File: src/rtl/core/mdms_pkg.sv
`default_nettype none

package mdms_pkg;

    // Mode codes as seen on requested_mode and mode
    localparam logic [2:0] MODE_BOOT = 3'd0;
    localparam logic [2:0] MODE_IDLE = 3'd1;
    localparam logic [2:0] MODE_RUN  = 3'd2;
    localparam logic [2:0] MODE_CAL  = 3'd3;
    localparam logic [2:0] MODE_ANTI = 3'd4;

    // Actions carried in s_tuser
    localparam logic [2:0] ACT_REQUEST   = 3'd0;
    localparam logic [2:0] ACT_CONTROL   = 3'd1;
    localparam logic [2:0] ACT_SAFETY    = 3'd2;
    localparam logic [2:0] ACT_SUPERVISE = 3'd3;
    localparam logic [2:0] ACT_CLEAR     = 3'd4;
    localparam logic [2:0] ACT_LED       = 3'd5;

    // Request status codes
    localparam logic [1:0] STAT_OK       = 2'd0;
    localparam logic [1:0] STAT_INVALID  = 2'd1;
    localparam logic [1:0] STAT_FAULTS   = 2'd2;
    localparam logic [1:0] STAT_NOT_CAL  = 2'd3;

    // Fault flag bits
    localparam int FLT_OVERCURRENT = 0;
    localparam int FLT_OVERVOLTAGE = 1;
    localparam int FLT_UNDERVOLT   = 2;
    localparam int FLT_DRIVER_HOT  = 3;
    localparam int FLT_BOARD_HOT   = 4;

    // Configuration register indexes
    localparam logic [2:0] REG_CURRENT_LIMIT = 3'd0;
    localparam logic [2:0] REG_VOLT_HIGH     = 3'd1;
    localparam logic [2:0] REG_VOLT_LOW      = 3'd2;
    localparam logic [2:0] REG_DRIVER_TEMP   = 3'd3;
    localparam logic [2:0] REG_BOARD_TEMP    = 3'd4;
    localparam logic [2:0] REG_CALIBRATED    = 3'd5;
    localparam logic [2:0] REG_CHARGE_TICKS  = 3'd6;

    // Configuration reset values
    localparam logic [14:0]        RST_CURRENT_LIMIT = 15'd20000;
    localparam logic [15:0]        RST_VOLT_HIGH     = 16'd50000;
    localparam logic [15:0]        RST_VOLT_LOW      = 16'd12000;
    localparam logic signed [11:0] RST_DRIVER_TEMP   = 12'sd1200;
    localparam logic signed [11:0] RST_BOARD_TEMP    = 12'sd1000;
    localparam logic [15:0]        RST_CHARGE_TICKS  = 16'd200;

    // LED blink pattern: pulse window (20 ticks per pulse) and period per mode
    localparam logic [15:0] LED_WIN_IDLE = 16'd20;
    localparam logic [15:0] LED_WIN_RUN  = 16'd40;
    localparam logic [15:0] LED_WIN_CAL  = 16'd60;
    localparam logic [15:0] LED_WIN_ANTI = 16'd80;
    localparam logic [15:0] LED_PER_IDLE = 16'd100;
    localparam logic [15:0] LED_PER_RUN  = 16'd100;
    localparam logic [15:0] LED_PER_CAL  = 16'd150;
    localparam logic [15:0] LED_PER_ANTI = 16'd200;
    localparam logic [15:0] BLINK_WRAP   = 16'hFFFF;

    typedef enum logic [4:0] {
        ST_BOOT = 5'b00001,
        ST_IDLE = 5'b00010,
        ST_RUN  = 5'b00100,
        ST_CAL  = 5'b01000,
        ST_ANTI = 5'b10000
    } mode_st_t;

    typedef struct packed {
        logic [14:0]        current_limit;
        logic [15:0]        voltage_high_limit;
        logic [15:0]        voltage_low_limit;
        logic signed [11:0] driver_temp_limit;
        logic signed [11:0] board_temp_limit;
        logic               calibrated;
        logic [15:0]        charge_ticks;
    } cfg_t;

    typedef struct packed {
        logic [2:0]         action;
        logic [2:0]         requested_mode;
        logic signed [15:0] phase_a_current;
        logic signed [15:0] phase_b_current;
        logic [15:0]        bus_voltage;
        logic signed [11:0] driver_temp;
        logic signed [11:0] board_temp;
    } item_t;

    typedef struct packed {
        mode_st_t    cur;
        mode_st_t    pending;
        logic        exit_done;
        logic [15:0] countdown;
        logic        armed;
        logic        running;
        logic [4:0]  faults;
        logic [4:0]  reported;
        logic [15:0] last_bus;
        logic [15:0] blink;
        logic        led;
    } state_t;

    typedef struct packed {
        logic [1:0] request_status;
        logic [2:0] mode;
        logic       armed;
        logic       drive_on;
        logic [4:0] fault_flags;
        logic       report_pulse;
        logic       led_on;
    } result_t;

    function automatic logic [2:0] mode_code(mode_st_t m);
        logic [2:0] c;
        case (m)
            ST_BOOT: c = MODE_BOOT;
            ST_IDLE: c = MODE_IDLE;
            ST_RUN:  c = MODE_RUN;
            ST_CAL:  c = MODE_CAL;
            ST_ANTI: c = MODE_ANTI;
            default: c = MODE_BOOT;
        endcase
        return c;
    endfunction

    function automatic mode_st_t mode_from_code(logic [2:0] c);
        mode_st_t m;
        case (c)
            MODE_IDLE: m = ST_IDLE;
            MODE_RUN:  m = ST_RUN;
            MODE_CAL:  m = ST_CAL;
            MODE_ANTI: m = ST_ANTI;
            default:   m = ST_BOOT;
        endcase
        return m;
    endfunction

endpackage

`default_nettype wire

File: src/rtl/core/mdms_cfg_regs.sv
`default_nettype none

module mdms_cfg_regs (
    input  wire logic          clk,
    input  wire logic          rst_n,
    input  wire logic          cfg_valid,
    input  wire logic [2:0]    cfg_index,
    input  wire logic [15:0]   cfg_data,
    output mdms_pkg::cfg_t     cfg
);
    import mdms_pkg::*;

    cfg_t cfg_reg;
    cfg_t cfg_next;

    always_comb
    begin
        cfg_next = cfg_reg;
        if (cfg_valid)
        begin
            case (cfg_index)
                REG_CURRENT_LIMIT: cfg_next.current_limit      = cfg_data[14:0];
                REG_VOLT_HIGH:     cfg_next.voltage_high_limit = cfg_data;
                REG_VOLT_LOW:      cfg_next.voltage_low_limit  = cfg_data;
                REG_DRIVER_TEMP:   cfg_next.driver_temp_limit  = $signed(cfg_data[11:0]);
                REG_BOARD_TEMP:    cfg_next.board_temp_limit   = $signed(cfg_data[11:0]);
                REG_CALIBRATED:    cfg_next.calibrated         = cfg_data[0];
                REG_CHARGE_TICKS:  cfg_next.charge_ticks       = cfg_data;
                default:           cfg_next = cfg_reg;
            endcase
        end
    end

    always_ff @(posedge clk or negedge rst_n)
    begin
        if (!rst_n)
        begin
            cfg_reg.current_limit      <= RST_CURRENT_LIMIT;
            cfg_reg.voltage_high_limit <= RST_VOLT_HIGH;
            cfg_reg.voltage_low_limit  <= RST_VOLT_LOW;
            cfg_reg.driver_temp_limit  <= RST_DRIVER_TEMP;
            cfg_reg.board_temp_limit   <= RST_BOARD_TEMP;
            cfg_reg.calibrated         <= 1'b0;
            cfg_reg.charge_ticks       <= RST_CHARGE_TICKS;
        end
        else
        begin
            cfg_reg <= cfg_next;
        end
    end

    assign cfg = cfg_reg;

endmodule

`default_nettype wire

File: src/rtl/core/mdms_step.sv
`default_nettype none

module mdms_step (
    input  mdms_pkg::cfg_t    cfg,
    input  mdms_pkg::state_t  state,
    input  mdms_pkg::item_t   item,
    output mdms_pkg::state_t  sup_next,
    output mdms_pkg::result_t result
);
    import mdms_pkg::*;

    // Request check; status only, no side effects
    function automatic logic [1:0] req_status(state_t s, logic [2:0] req, logic cal);
        logic [1:0] st;
        st = STAT_OK;
        if (s.cur == ST_IDLE)
        begin
            if (req == MODE_IDLE)
                st = STAT_OK;
            else if (req inside {MODE_RUN, MODE_CAL, MODE_ANTI})
            begin
                if (s.faults != 5'd0)
                    st = STAT_FAULTS;
                else if (req != MODE_CAL && !cal)
                    st = STAT_NOT_CAL;
            end
            else
                st = STAT_INVALID;
        end
        else if (req != MODE_IDLE)
            st = STAT_INVALID;
        return st;
    endfunction

    // Request side effects on the state
    function automatic state_t req_apply(state_t s, logic [2:0] req, logic cal,
                                         logic [15:0] ticks);
        state_t r;
        r = s;
        r.exit_done = 1'b0;
        if (s.cur == ST_IDLE)
        begin
            if (req == MODE_IDLE)
            begin
                r.armed     = 1'b0;
                r.countdown = 16'd0;
                r.pending   = ST_IDLE;
            end
            else if (req inside {MODE_RUN, MODE_CAL, MODE_ANTI})
            begin
                if (s.faults == 5'd0 && (req == MODE_CAL || cal))
                begin
                    r.armed     = 1'b1;
                    r.countdown = ticks;
                    r.pending   = mode_from_code(req);
                end
            end
        end
        else if (req == MODE_IDLE)
            r.pending = ST_IDLE;
        return r;
    endfunction

    function automatic logic [17:0] abs18(logic signed [17:0] v);
        logic signed [17:0] n;
        n = -v;
        return v[17] ? n : v;
    endfunction

    state_t             st;
    logic [1:0]         status;
    logic               pulse;
    logic signed [17:0] ia;
    logic signed [17:0] ib;
    logic signed [17:0] ic;
    logic [17:0]        lim18;
    logic               over;
    logic               blink_en;
    logic [15:0]        win;
    logic [15:0]        period;
    logic               hit;
    logic               on;

    assign ia    = {{2{item.phase_a_current[15]}}, item.phase_a_current};
    assign ib    = {{2{item.phase_b_current[15]}}, item.phase_b_current};
    assign ic    = -(ia + ib);
    assign lim18 = {3'b000, cfg.current_limit};
    assign over  = (abs18(ia) > lim18) || (abs18(ib) > lim18) || (abs18(ic) > lim18);

    // Blink pattern per mode
    always_comb
    begin
        blink_en = 1'b1;
        win      = LED_WIN_IDLE;
        period   = LED_PER_IDLE;
        case (state.cur)
            ST_IDLE:
            begin
                win    = LED_WIN_IDLE;
                period = LED_PER_IDLE;
            end
            ST_RUN:
            begin
                win    = LED_WIN_RUN;
                period = LED_PER_RUN;
            end
            ST_CAL:
            begin
                win    = LED_WIN_CAL;
                period = LED_PER_CAL;
            end
            ST_ANTI:
            begin
                win    = LED_WIN_ANTI;
                period = LED_PER_ANTI;
            end
            default: blink_en = 1'b0;
        endcase
    end

    // Pulse edges: multiples of ten up to 70; LED lights on even tens
    always_comb
    begin
        hit = 1'b1;
        on  = 1'b0;
        case (state.blink)
            16'd0, 16'd20, 16'd40, 16'd60: on = 1'b1;
            16'd10, 16'd30, 16'd50, 16'd70: on = 1'b0;
            default: hit = 1'b0;
        endcase
    end

    always_comb
    begin
        st     = state;
        status = STAT_OK;
        pulse  = 1'b0;
        case (item.action)
            ACT_REQUEST:
            begin
                status = req_status(state, item.requested_mode, cfg.calibrated);
                st     = req_apply(state, item.requested_mode, cfg.calibrated,
                                   cfg.charge_ticks);
            end
            ACT_CONTROL:
            begin
                if (st.pending != st.cur)
                begin
                    if (st.cur == ST_IDLE)
                    begin
                        if (st.countdown != 16'd0)
                            st.countdown = st.countdown - 16'd1;
                        else
                            st.exit_done = 1'b1;
                    end
                    else
                    begin
                        if (st.cur == ST_RUN)
                        begin
                            st.armed   = 1'b0;
                            st.running = 1'b0;
                        end
                        st.exit_done = 1'b1;
                    end
                    if (st.exit_done)
                    begin
                        st.cur = st.pending;
                        if (st.cur == ST_RUN)
                            st.running = 1'b1;
                    end
                end
                st.last_bus = item.bus_voltage;
                if ((st.cur == ST_RUN || st.cur == ST_CAL || st.cur == ST_ANTI) && over)
                begin
                    st.armed = 1'b0;
                    st = req_apply(st, MODE_IDLE, cfg.calibrated, cfg.charge_ticks);
                    st.faults[FLT_OVERCURRENT] = 1'b1;
                end
            end
            ACT_SAFETY:
            begin
                if (st.cur != ST_BOOT)
                begin
                    if (st.last_bus > cfg.voltage_high_limit)
                        st.faults[FLT_OVERVOLTAGE] = 1'b1;
                    if (st.last_bus < cfg.voltage_low_limit)
                        st.faults[FLT_UNDERVOLT] = 1'b1;
                    if ($signed(item.driver_temp) > $signed(cfg.driver_temp_limit))
                        st.faults[FLT_DRIVER_HOT] = 1'b1;
                    if ($signed(item.board_temp) > $signed(cfg.board_temp_limit))
                        st.faults[FLT_BOARD_HOT] = 1'b1;
                end
            end
            ACT_SUPERVISE:
            begin
                if (st.reported != st.faults)
                begin
                    if (st.faults != 5'd0)
                    begin
                        st.armed = 1'b0;
                        st = req_apply(st, MODE_IDLE, cfg.calibrated, cfg.charge_ticks);
                    end
                    pulse       = 1'b1;
                    st.reported = st.faults;
                end
            end
            ACT_CLEAR:
            begin
                st.faults   = 5'd0;
                st.reported = 5'd0;
            end
            ACT_LED:
            begin
                if (blink_en)
                begin
                    if (state.blink < win && hit)
                        st.led = on;
                    else if (state.blink > period)
                        st.blink = BLINK_WRAP;
                end
                st.blink = st.blink + 16'd1;
            end
            default: st = state;
        endcase
    end

    assign sup_next = st;

    assign result.request_status = status;
    assign result.mode           = mode_code(st.cur);
    assign result.armed          = st.armed;
    assign result.drive_on       = st.running;
    assign result.fault_flags    = st.faults;
    assign result.report_pulse   = pulse;
    assign result.led_on         = st.led;

endmodule

`default_nettype wire

File: src/rtl/core/motor_drive_mode_supervisor_top.sv
// Channel   Dir  Signals                         Content
// -------   ---  ------------------------------  --------------------------------------
// s_*       in   s_tvalid s_tready s_tdata s_tuser  one item: action + sample fields
// m_*       out  m_tvalid m_tready m_tdata        one result per item
// cfg_*     in   cfg_valid cfg_ready cfg_index cfg_data  register writes, always ready
//
// One item per cycle sustained while m_tready is high. Path to the result, in order:
// input register, then mode/fault update logic into the result register and state.
// rst_n (async, active low) returns modes to boot, clears faults, counters, LED,
// and loads the register defaults. A stalled m_tready holds the result register;
// the input register still takes one more item, then s_tready drops.
`default_nettype none

module motor_drive_mode_supervisor_top (
    input  wire logic        clk,
    input  wire logic        rst_n,
    // [2:0] requested_mode, [18:3] phase_a_current, [34:19] phase_b_current,
    // [50:35] bus_voltage, [62:51] driver_temp, [74:63] board_temp, [79:75] unused
    input  wire logic [79:0] s_tdata,
    // [2:0] action
    input  wire logic [2:0]  s_tuser,
    input  wire logic        s_tvalid,
    output logic             s_tready,
    // [1:0] request_status, [4:2] mode, [5] armed, [6] drive_on,
    // [11:7] fault_flags, [12] report_pulse, [13] led_on, [15:14] zero
    output logic [15:0]      m_tdata,
    output logic             m_tvalid,
    input  wire logic        m_tready,
    input  wire logic        cfg_valid,
    output logic             cfg_ready,
    input  wire logic [2:0]  cfg_index,
    input  wire logic [15:0] cfg_data
);
    import mdms_pkg::*;

    cfg_t    cfg;
    item_t   in_item_reg;
    logic    in_valid_reg;
    logic    in_valid_next;
    state_t  state_reg;
    state_t  sup_next;
    result_t result;
    result_t out_data_reg;
    logic    out_valid_reg;
    logic    out_valid_next;
    logic    s_take;
    logic    advance;

    assign cfg_ready = 1'b1;

    mdms_cfg_regs u_cfg (
        .clk       (clk),
        .rst_n     (rst_n),
        .cfg_valid (cfg_valid),
        .cfg_index (cfg_index),
        .cfg_data  (cfg_data),
        .cfg       (cfg)
    );

    // Item moves into the result register when there is room
    assign advance  = in_valid_reg && (!out_valid_reg || m_tready);
    assign s_tready = !in_valid_reg || advance;
    assign s_take   = s_tvalid && s_tready;

    always_comb
    begin
        in_valid_next = in_valid_reg;
        if (s_take)
            in_valid_next = 1'b1;
        else if (advance)
            in_valid_next = 1'b0;

        out_valid_next = out_valid_reg;
        if (advance)
            out_valid_next = 1'b1;
        else if (m_tready)
            out_valid_next = 1'b0;
    end

    always_ff @(posedge clk or negedge rst_n)
    begin
        if (!rst_n)
        begin
            in_valid_reg  <= 1'b0;
            out_valid_reg <= 1'b0;
        end
        else
        begin
            in_valid_reg  <= in_valid_next;
            out_valid_reg <= out_valid_next;
        end
    end

    // Input payload register
    always_ff @(posedge clk)
    begin
        if (s_take)
        begin
            in_item_reg.action          <= s_tuser;
            in_item_reg.requested_mode  <= s_tdata[2:0];
            in_item_reg.phase_a_current <= $signed(s_tdata[18:3]);
            in_item_reg.phase_b_current <= $signed(s_tdata[34:19]);
            in_item_reg.bus_voltage     <= s_tdata[50:35];
            in_item_reg.driver_temp     <= $signed(s_tdata[62:51]);
            in_item_reg.board_temp      <= $signed(s_tdata[74:63]);
        end
    end

    mdms_step u_step (
        .cfg        (cfg),
        .state      (state_reg),
        .item       (in_item_reg),
        .sup_next   (sup_next),
        .result     (result)
    );

    // Supervisor state commits with the result
    always_ff @(posedge clk or negedge rst_n)
    begin
        if (!rst_n)
        begin
            state_reg.cur       <= ST_BOOT;
            state_reg.pending   <= ST_BOOT;
            state_reg.exit_done <= 1'b0;
            state_reg.countdown <= 16'd0;
            state_reg.armed     <= 1'b0;
            state_reg.running   <= 1'b0;
            state_reg.faults    <= 5'd0;
            state_reg.reported  <= 5'd0;
            state_reg.last_bus  <= 16'd0;
            state_reg.blink     <= 16'd0;
            state_reg.led       <= 1'b0;
        end
        else if (advance)
        begin
            state_reg <= sup_next;
        end
    end

    always_ff @(posedge clk)
    begin
        if (advance)
            out_data_reg <= result;
    end

    assign m_tvalid = out_valid_reg;
    assign m_tdata  = {2'b00,
                       out_data_reg.led_on,
                       out_data_reg.report_pulse,
                       out_data_reg.fault_flags,
                       out_data_reg.drive_on,
                       out_data_reg.armed,
                       out_data_reg.mode,
                       out_data_reg.request_status};

`ifndef SYNTHESIS
    // drive_on tracks run mode exactly
    a_running_is_run: assert property (@(posedge clk) disable iff (!rst_n)
        state_reg.running == (state_reg.cur == ST_RUN))
        else $error("drive_on out of step with run mode");

    // boot mode is never armed
    a_boot_unarmed: assert property (@(posedge clk) disable iff (!rst_n)
        (state_reg.cur == ST_BOOT) |-> !state_reg.armed)
        else $error("power stage armed in boot mode");

    // an item moved out of the input register shows up as a result next cycle
    a_advance_result: assert property (@(posedge clk) disable iff (!rst_n)
        advance |=> out_valid_reg)
        else $error("result lost after advance");
`endif

endmodule

`default_nettype wire

File: config.mk
export PLATFORM = sky130hd
export DESIGN_NAME = motor_drive_mode_supervisor_top
export DESIGN_NICKNAME = d
export VERILOG_FILES = /design/src/rtl/core/mdms_pkg.sv /design/src/rtl/core/mdms_cfg_regs.sv /design/src/rtl/core/mdms_step.sv /design/src/rtl/core/motor_drive_mode_supervisor_top.sv
export SDC_FILE = /design/constraint.sdc
export NUM_CORES = 1
export LEC_CHECK = 0
export ABC_CLOCK_PERIOD_IN_PS = 9730
export BUFFER_PORTS_ARGS = -buffer_cell sky130_fd_sc_hd__buf_2
export CORE_MARGIN = 2
export CORE_UTILIZATION = 66
export CTS_CLUSTER_SIZE = 28
export DETAILED_ROUTE_END_ITERATION = 10
export HOLD_SLACK_MARGIN = 0.02
export PLACE_DENSITY = 0.87
export SLEW_MARGIN = 5
export SYNTH_ARGS = -nofsm -noshare
export SYNTH_HDL_FRONTEND = slang
export SYNTH_SLANG_ARGS = --single-unit
File: constraint.sdc
create_clock -name clk -period 9.73 [get_ports clk]
set_input_delay 0.4865 -clock clk [delete_from_list [all_inputs] [get_ports clk]]
set_output_delay 0.4865 -clock clk [all_outputs]
set_load 0.03 [all_outputs]
==> Yosys cells after proc, flatten, opt, wreduce, memory -nomap -nowiden <==
Cells that the tools add are included.
{ "totals": {"reg_bits": 254} }
{ "classes": {"n_eq_ne": 49, "muxes": 64, "bitwise": 2, "add_sub_neg": 7, "magnitude_cmp": 9, "n_reduce_logical": 43} }
{ "ops": {"columns": ["cell", "n"], "rows": [
  ["$mux 67", 3],
  ["$mux 17", 8],
  ["$pmux 29 s3", 1],
  ["$mux 16", 4],
  ["$gt 18x15->1", 3],
  ["$mux 18", 3],
  ["$pmux 17 s3", 1],
  ["$eq 16x6->1 const B", 3],
  ["$mux 5", 8],
  ["$neg 16->18", 2],
  ["$neg 18->18", 2],
  ["$eq 16x5->1 const B", 2],
  ["$pmux 16 s2", 1],
  ["$gt 12x12->1", 2],
  ["$pmux 7 s3", 1],
  ["$eq 5x3->1 const B", 4],
  ["$mux 1", 20],
  ["$mux 19", 1],
  ["$eq 3x2->1 const B", 6],
  ["$eq 3x3->1 const B", 6],
  ["$pmux 6 s3", 1],
  ["$add 16x16->17", 1],
  ["$add 16x1->16 const B", 1],
  ["$eq 16x4->1 const B", 1],
  ["other kinds (39)", 89]
]} }

==> Longest topological paths before layout <==
{ "logic_depth": {"ltp_word": 16, "depth_mapped": 25} }

==> Modules after synthesis <==
From an unflattened synthesis, not the netlist that was laid out.
{ "unflattened": {"cells_unflattened": 1530, "area_unflattened_um2": 16180.5} }
{ "modules_own_cells": {"columns": ["module", "area_each_um2", "n_inst", "cells_per_inst"], "rows": [
  ["mdms_step", 7206.9, 1, 1082],
  ["motor_drive_mode_supervisor_top", 5591.6, 1, 257],
  ["mdms_cfg_regs", 3382.0, 1, 191]
]} }

==> Worst setup path after synthesis <==
No wires, ideal clock.
{ "synth_path": {"path_kind": "flip-flop to flip-flop", "start": "reg in_item_reg[40] (netlist bit)", "end": "reg state_reg[65] (netlist bit)", "period_less_slack_ns": 5.872, "stages_incl_launch_ff": 23, "slack_ns": 3.858, "path_buffers": 0, "setup_ns": 0.125, "t_arrival_ns": 5.747, "path_cell_list": "edfxtp_1 -> ha_1 -> fa_1 -> a21o_1 -> a221oi_4 -> xor2_2 -> o2111a_2 -> or3b_1 -> a211o_1 -> a21boi_2 -> a21oi_1 -> xnor2_1 -> ha_1 -> nand4_1 -> nor4_1 -> inv_1 -> a221o_1 -> a31oi_1 -> nand4b_1 -> or4_4 -> a311oi_2 -> a21oi_4 -> mux2_4"} }
{ "synth_via": {"elab_chain_cells": 9, "elab_cells_between_ends": 13} }
{ "synth_rtl": {"columns": ["item", "line_no", "source"], "rows": [
  ["start: declaration", "motor_drive_mode_supervisor_top.sv:37", "item_t in_item_reg;"],
  ["$add 16x16->17", "mdms_step.sv:86", "assign ic = -(ia + ib);"],
  ["$neg 18->18", "mdms_step.sv:86", null],
  ["$neg 18->18", "mdms_step.sv:66", "n = -v;"],
  ["$mux 18", "mdms_step.sv:67", "return v[17] ? n : v;"],
  ["$gt 18x15->1", "mdms_step.sv:88", "assign over = (abs18(ia) > lim18) || (abs18(ib) > lim18) || (abs18(ic) > lim18);"],
  ["$logic_or 1x1->1 *", "mdms_step.sv:88", null],
  ["$logic_and 1x1->1 *", "mdms_step.sv:173", "if ((st.cur == ST_RUN || st.cur == ST_CAL || st.cur == ST_ANTI) && over)"],
  ["$ne 2x1->1 (no line) *", null, null],
  ["$reduce_and 8->1 (no line) *", null, null],
  ["end signal: assignment", "motor_drive_mode_supervisor_top.sv:136", "state_reg <= sup_next;"],
  ["end: declaration", "motor_drive_mode_supervisor_top.sv:40", "state_t state_reg;"]
]} }
Every way passes the cells marked *; elsewhere a longest branch is shown, timed or not.
A chain may end at the register's enable or synchronous reset.

==> Worst setup path after layout <==
Same ends and word-level chain as after synthesis.

==> results.tsv <==
stage	metric	value	unit
status	outcome	finished clean	
cells_and_area	syn_to_final_growth	11.3	%
job	maxCapViolCount	0	
synth	synth_commonest_cells	o21ai_0 (141), ha_1 (132), dfrtp_1 (129)	
pwr	leakagePower	7.46	nW
die	core	23300	um^2
placement	place_area	16400	um^2
worst_setup_path	reg2reg_slack	2610	ps
die	dieHeight	158	um
synth	async_flop_share	63.8	%
synth	synthTopCellsByArea	dfrtp_1 (21%), edfxtp_1 (18%), ha_1 (11%)	
hold_path	worstHoldPathType	input pin to flop	
sta	setup_tns	0	ps
routing	route.final.wire_length	36500	um
clock_tree	cts_sinks	254	
synth	synth_area	15600	um^2
placement	port_buffers	117	
grt	grt_pass1_wl	59500	um
clock_tree	clk_pin_slew	60	ps
synth	synthSimpleGateAreaFrac	14.0	%
synth	syn_inst	1534	
routing	drc	0	
routing	vias	12300	
synth	yosysTopAreaCellShare	20.8	%
worst_setup_path	r2r-start	in_item_reg[40]	
clock_tree	clk_path_buf_depth	3	
worst_setup_path	worstPathArrival	7550	ps
clock_tree	numCtsBuffers	27	
synth	yosysWarnings	0	
routing	dr.pass1.iters	6	
worst_setup_path	path_buf_inv	1	
grt	grt_max_degree	86	
worst_setup_path	critPathSlowestCell	xnor2_1	
cells_and_area	largest_register_ffs	88	
sta	rsz0062_at_grt	false	
die	io_pins	126	
die	die_area	24800	um^2
sta	slew_viol_final	0	
placement	gp_congestion	0.916	
synth	synth_top_family_by_area	compound AO/OA/AOI/OAI gates	
clock_tree	ctsRootBufferMaster	clkbuf_16	
routing	met1Wirelength	15100	um
worst_setup_path	cpMostUsedCell	a31oi_1	
cells_and_area	nNetsFinal	1870	
worst_setup_path	crit_path_start_kind	flop	
worst_setup_path	worstSetupPathType	flop to flop	
cells_and_area	antennaDiodeCount	0	
clock_tree	clock_latency	550	ps
synth	synthFlopType	dfrtp_1	
grt	overflow	0	
sta	finalHoldViolations	0	
placement	dp_hpwl	26000	um
routing	avgRoutedWirePerCell	18.5	um
pwr	p_total	3.76	mW
worst_setup_path	cp.depth	23	
synth	synth.most_common_cell	o21ai_0	
worst_setup_path	path_max_fanout	11	
worst_setup_path	cp-startpoint	in_item_reg[40]	
sta	finalSetupViolCount	0	
grt	grt_pass1_vias	12200	
worst_setup_path	reg2reg_to	state_reg[65]	
routing	vias_per_cell	6.25	
sta	relSlewSlack	16.7	%
routing	route.met3.wl	2210	um
synth	synthAdderAreaFrac	10.7	%
die	start_util	66.7	%
synth	synth.mux.area_fraction	4.43	%
worst_setup_path	crit_path_end_kind	flop	
worst_setup_path	worstSetupEndpoint	state_reg[65]	
worst_setup_path	ff2ff_path_depth	23	
cells_and_area	drive_gt1_share	18.5	%
synth	yosysUniqueCellTypes	95	
synth	synth_edf_count	92	
clock_tree	post-cts-setup-buffer-count	0	
clock_tree	post_cts_resized	0	
synth	synth_xor_area_share	4.91	%
worst_setup_path	cp.required	10160	ps
routing	wl_met2	17900	um
sta	period_minus_slack	7120	ps
grt	grt_antenna_before_repair	0	
pwr	peakVddDrop	0.000183	V
cells_and_area	fill_cells	1567	
cells_and_area	multi_input_area	8070	um^2
synth	yosysSeqAreaShare	44.1	%
worst_setup_path	crit_family	compound AO/OA/AOI/OAI gates	
clock_tree	cts_tree	yes	
sta	holdWs	107	ps
sta	worst_pin_slew	1240	ps
cells_and_area	finish.instance_area	17300	um^2
synth	synth_compound_area_share	17.6	%
die	placementRows	56	
routing	routed.top_layer	met4	
sta	finalClockSkew	13.6	ps
sta	fin_crit_sh	73.2	%
routing	ant_nets	0	
worst_setup_path	slowest_delay	770	ps
sta	max_freq	140	MHz
synth	yosys.area.top_type	dfrtp_1	
pwr	power_density	217	nW/um^2
synth	syn_avg_cell_area	10.1	um^2
grt	track_usage	29.9	%
die	die_w	158	um
synth	synth_seq_cells	254	
routing	drt_iter0_drc	1182	
clock_tree	cts.htree.levels	1	
worst_setup_path	cp_cell_sequence	ha_1, fa_1, a21o_1, a221oi_4, o21ai_1, xnor2_1, nor4_2, and3_4, a31oi_1, a31oi_1, a31oi_1, xor2_1, ha_1, nand4_1, nor4_1, inv_1, a221o_1, a31oi_1, nand4b_1, or4_4, a311oi_2, a21oi_4, mux2_4	
cells_and_area	regArea	6860	um^2
repair_timing:
item                                   4_1_cts  5_1_grt
setup endpoints to repair                    0        0
hold buffers                                 1        0
endpoints found under the hold margin       73        0
routing by layer:
metal | global-route usage (%) | vias to the layer above
li1 | - | 5802
met1 | 38.6 | 5928
met2 | 51.5 | 485
met3 | 3.77 | 106
met4 | 11.5 | 0
met5 | 0 | -
metrics by stage:
step	worst slack, ps	cells	utilization [%]
floorplan	3860	1535	-
global placement	2860	1919	70.3
detailed placement	2770	1919	70.3
CTS	2720	1970	74.2
global route	2200	1970	74.2
finish	2610	1970	74.2
cells in the final DEF, fill, tap and decap left out, types with 27 or more instances in the layout:
cell and count:
nor3_1 32, nand2_1 127, o21ai_0 141, a21oi_1 60
nor2_1 71, clkbuf_16 27, nand3_1 27, dfstp_2 33
dfrtp_1 129, edfxtp_1 92, a21o_1 33, xnor2_1 61
buf_2 116, ha_1 132, o21a_1 28, inv_1 106
mux2_2 55
worst min-delay path by stage:
stage | start | endpoint | depth (start not counted)
2_1_floorplan | rst_n | in_valid_reg | 0
3_3_place_gp | in_item_reg[38] | state_reg[31] | 1
3_5_place_dp | in_item_reg[30] | state_reg[23] | 1
4_1_cts | s_tdata[1] | in_item_reg[73] | 1
5_1_grt | s_tdata[45] | in_item_reg[34] | 1
6_report | s_tdata[39] | in_item_reg[28] | 1
worst reg2reg max path, cell delays in order, from the launching register on:
cell and delay [ps]:
edfxtp_1 420, ha_1 260, fa_1 430, a21o_1 220, a221oi_4 400, o21ai_1 160, xnor2_1 770, nor4_2 180
and3_4 260, a31oi_1 620, a31oi_1 130, a31oi_1 240, xor2_1 110, ha_1 300, nand4_1 90, nor4_1 280
inv_1 90, a221o_1 350, a31oi_1 140, nand4b_1 170, or4_4 580, a311oi_2 340, a21oi_4 140, mux2_4 310
final cells by class:
| class | instances | area share (%) |
|---|---|---|
| Clock inverter | 12 | 0.622 |
| Inverter | 106 | 2.30 |
| Tap cell | 319 | 2.31 |
| Sequential cell | 254 | 39.6 |
| Timing Repair Buffer | 128 | 3.91 |
| Clock buffer | 38 | 4.59 |
| Multi-Input combinational cell | 1113 | 46.6 |
cells by family after synthesis:
| kind of cell | Yosys count |
|---|---|
| fa+ha+maj | 133 |
| buf+inv | 168 |
| simple gates | 425 |
| other cells | 2 |
| mux | 61 |
| xor+xnor | 83 |
| compound gates | 408 |
| flops | 254 |
report_power, final:
part	leakage [nW]	internal, mW	switching, mW	total [mW]
sequential	2.87	1.32	0.170	1.49
clock	0.450	0.598	0.422	1.02
combinational	4.14	0.538	0.706	1.24
total	7.46	2.46	1.30	3.76
Power figures use the tool's default switching activity.
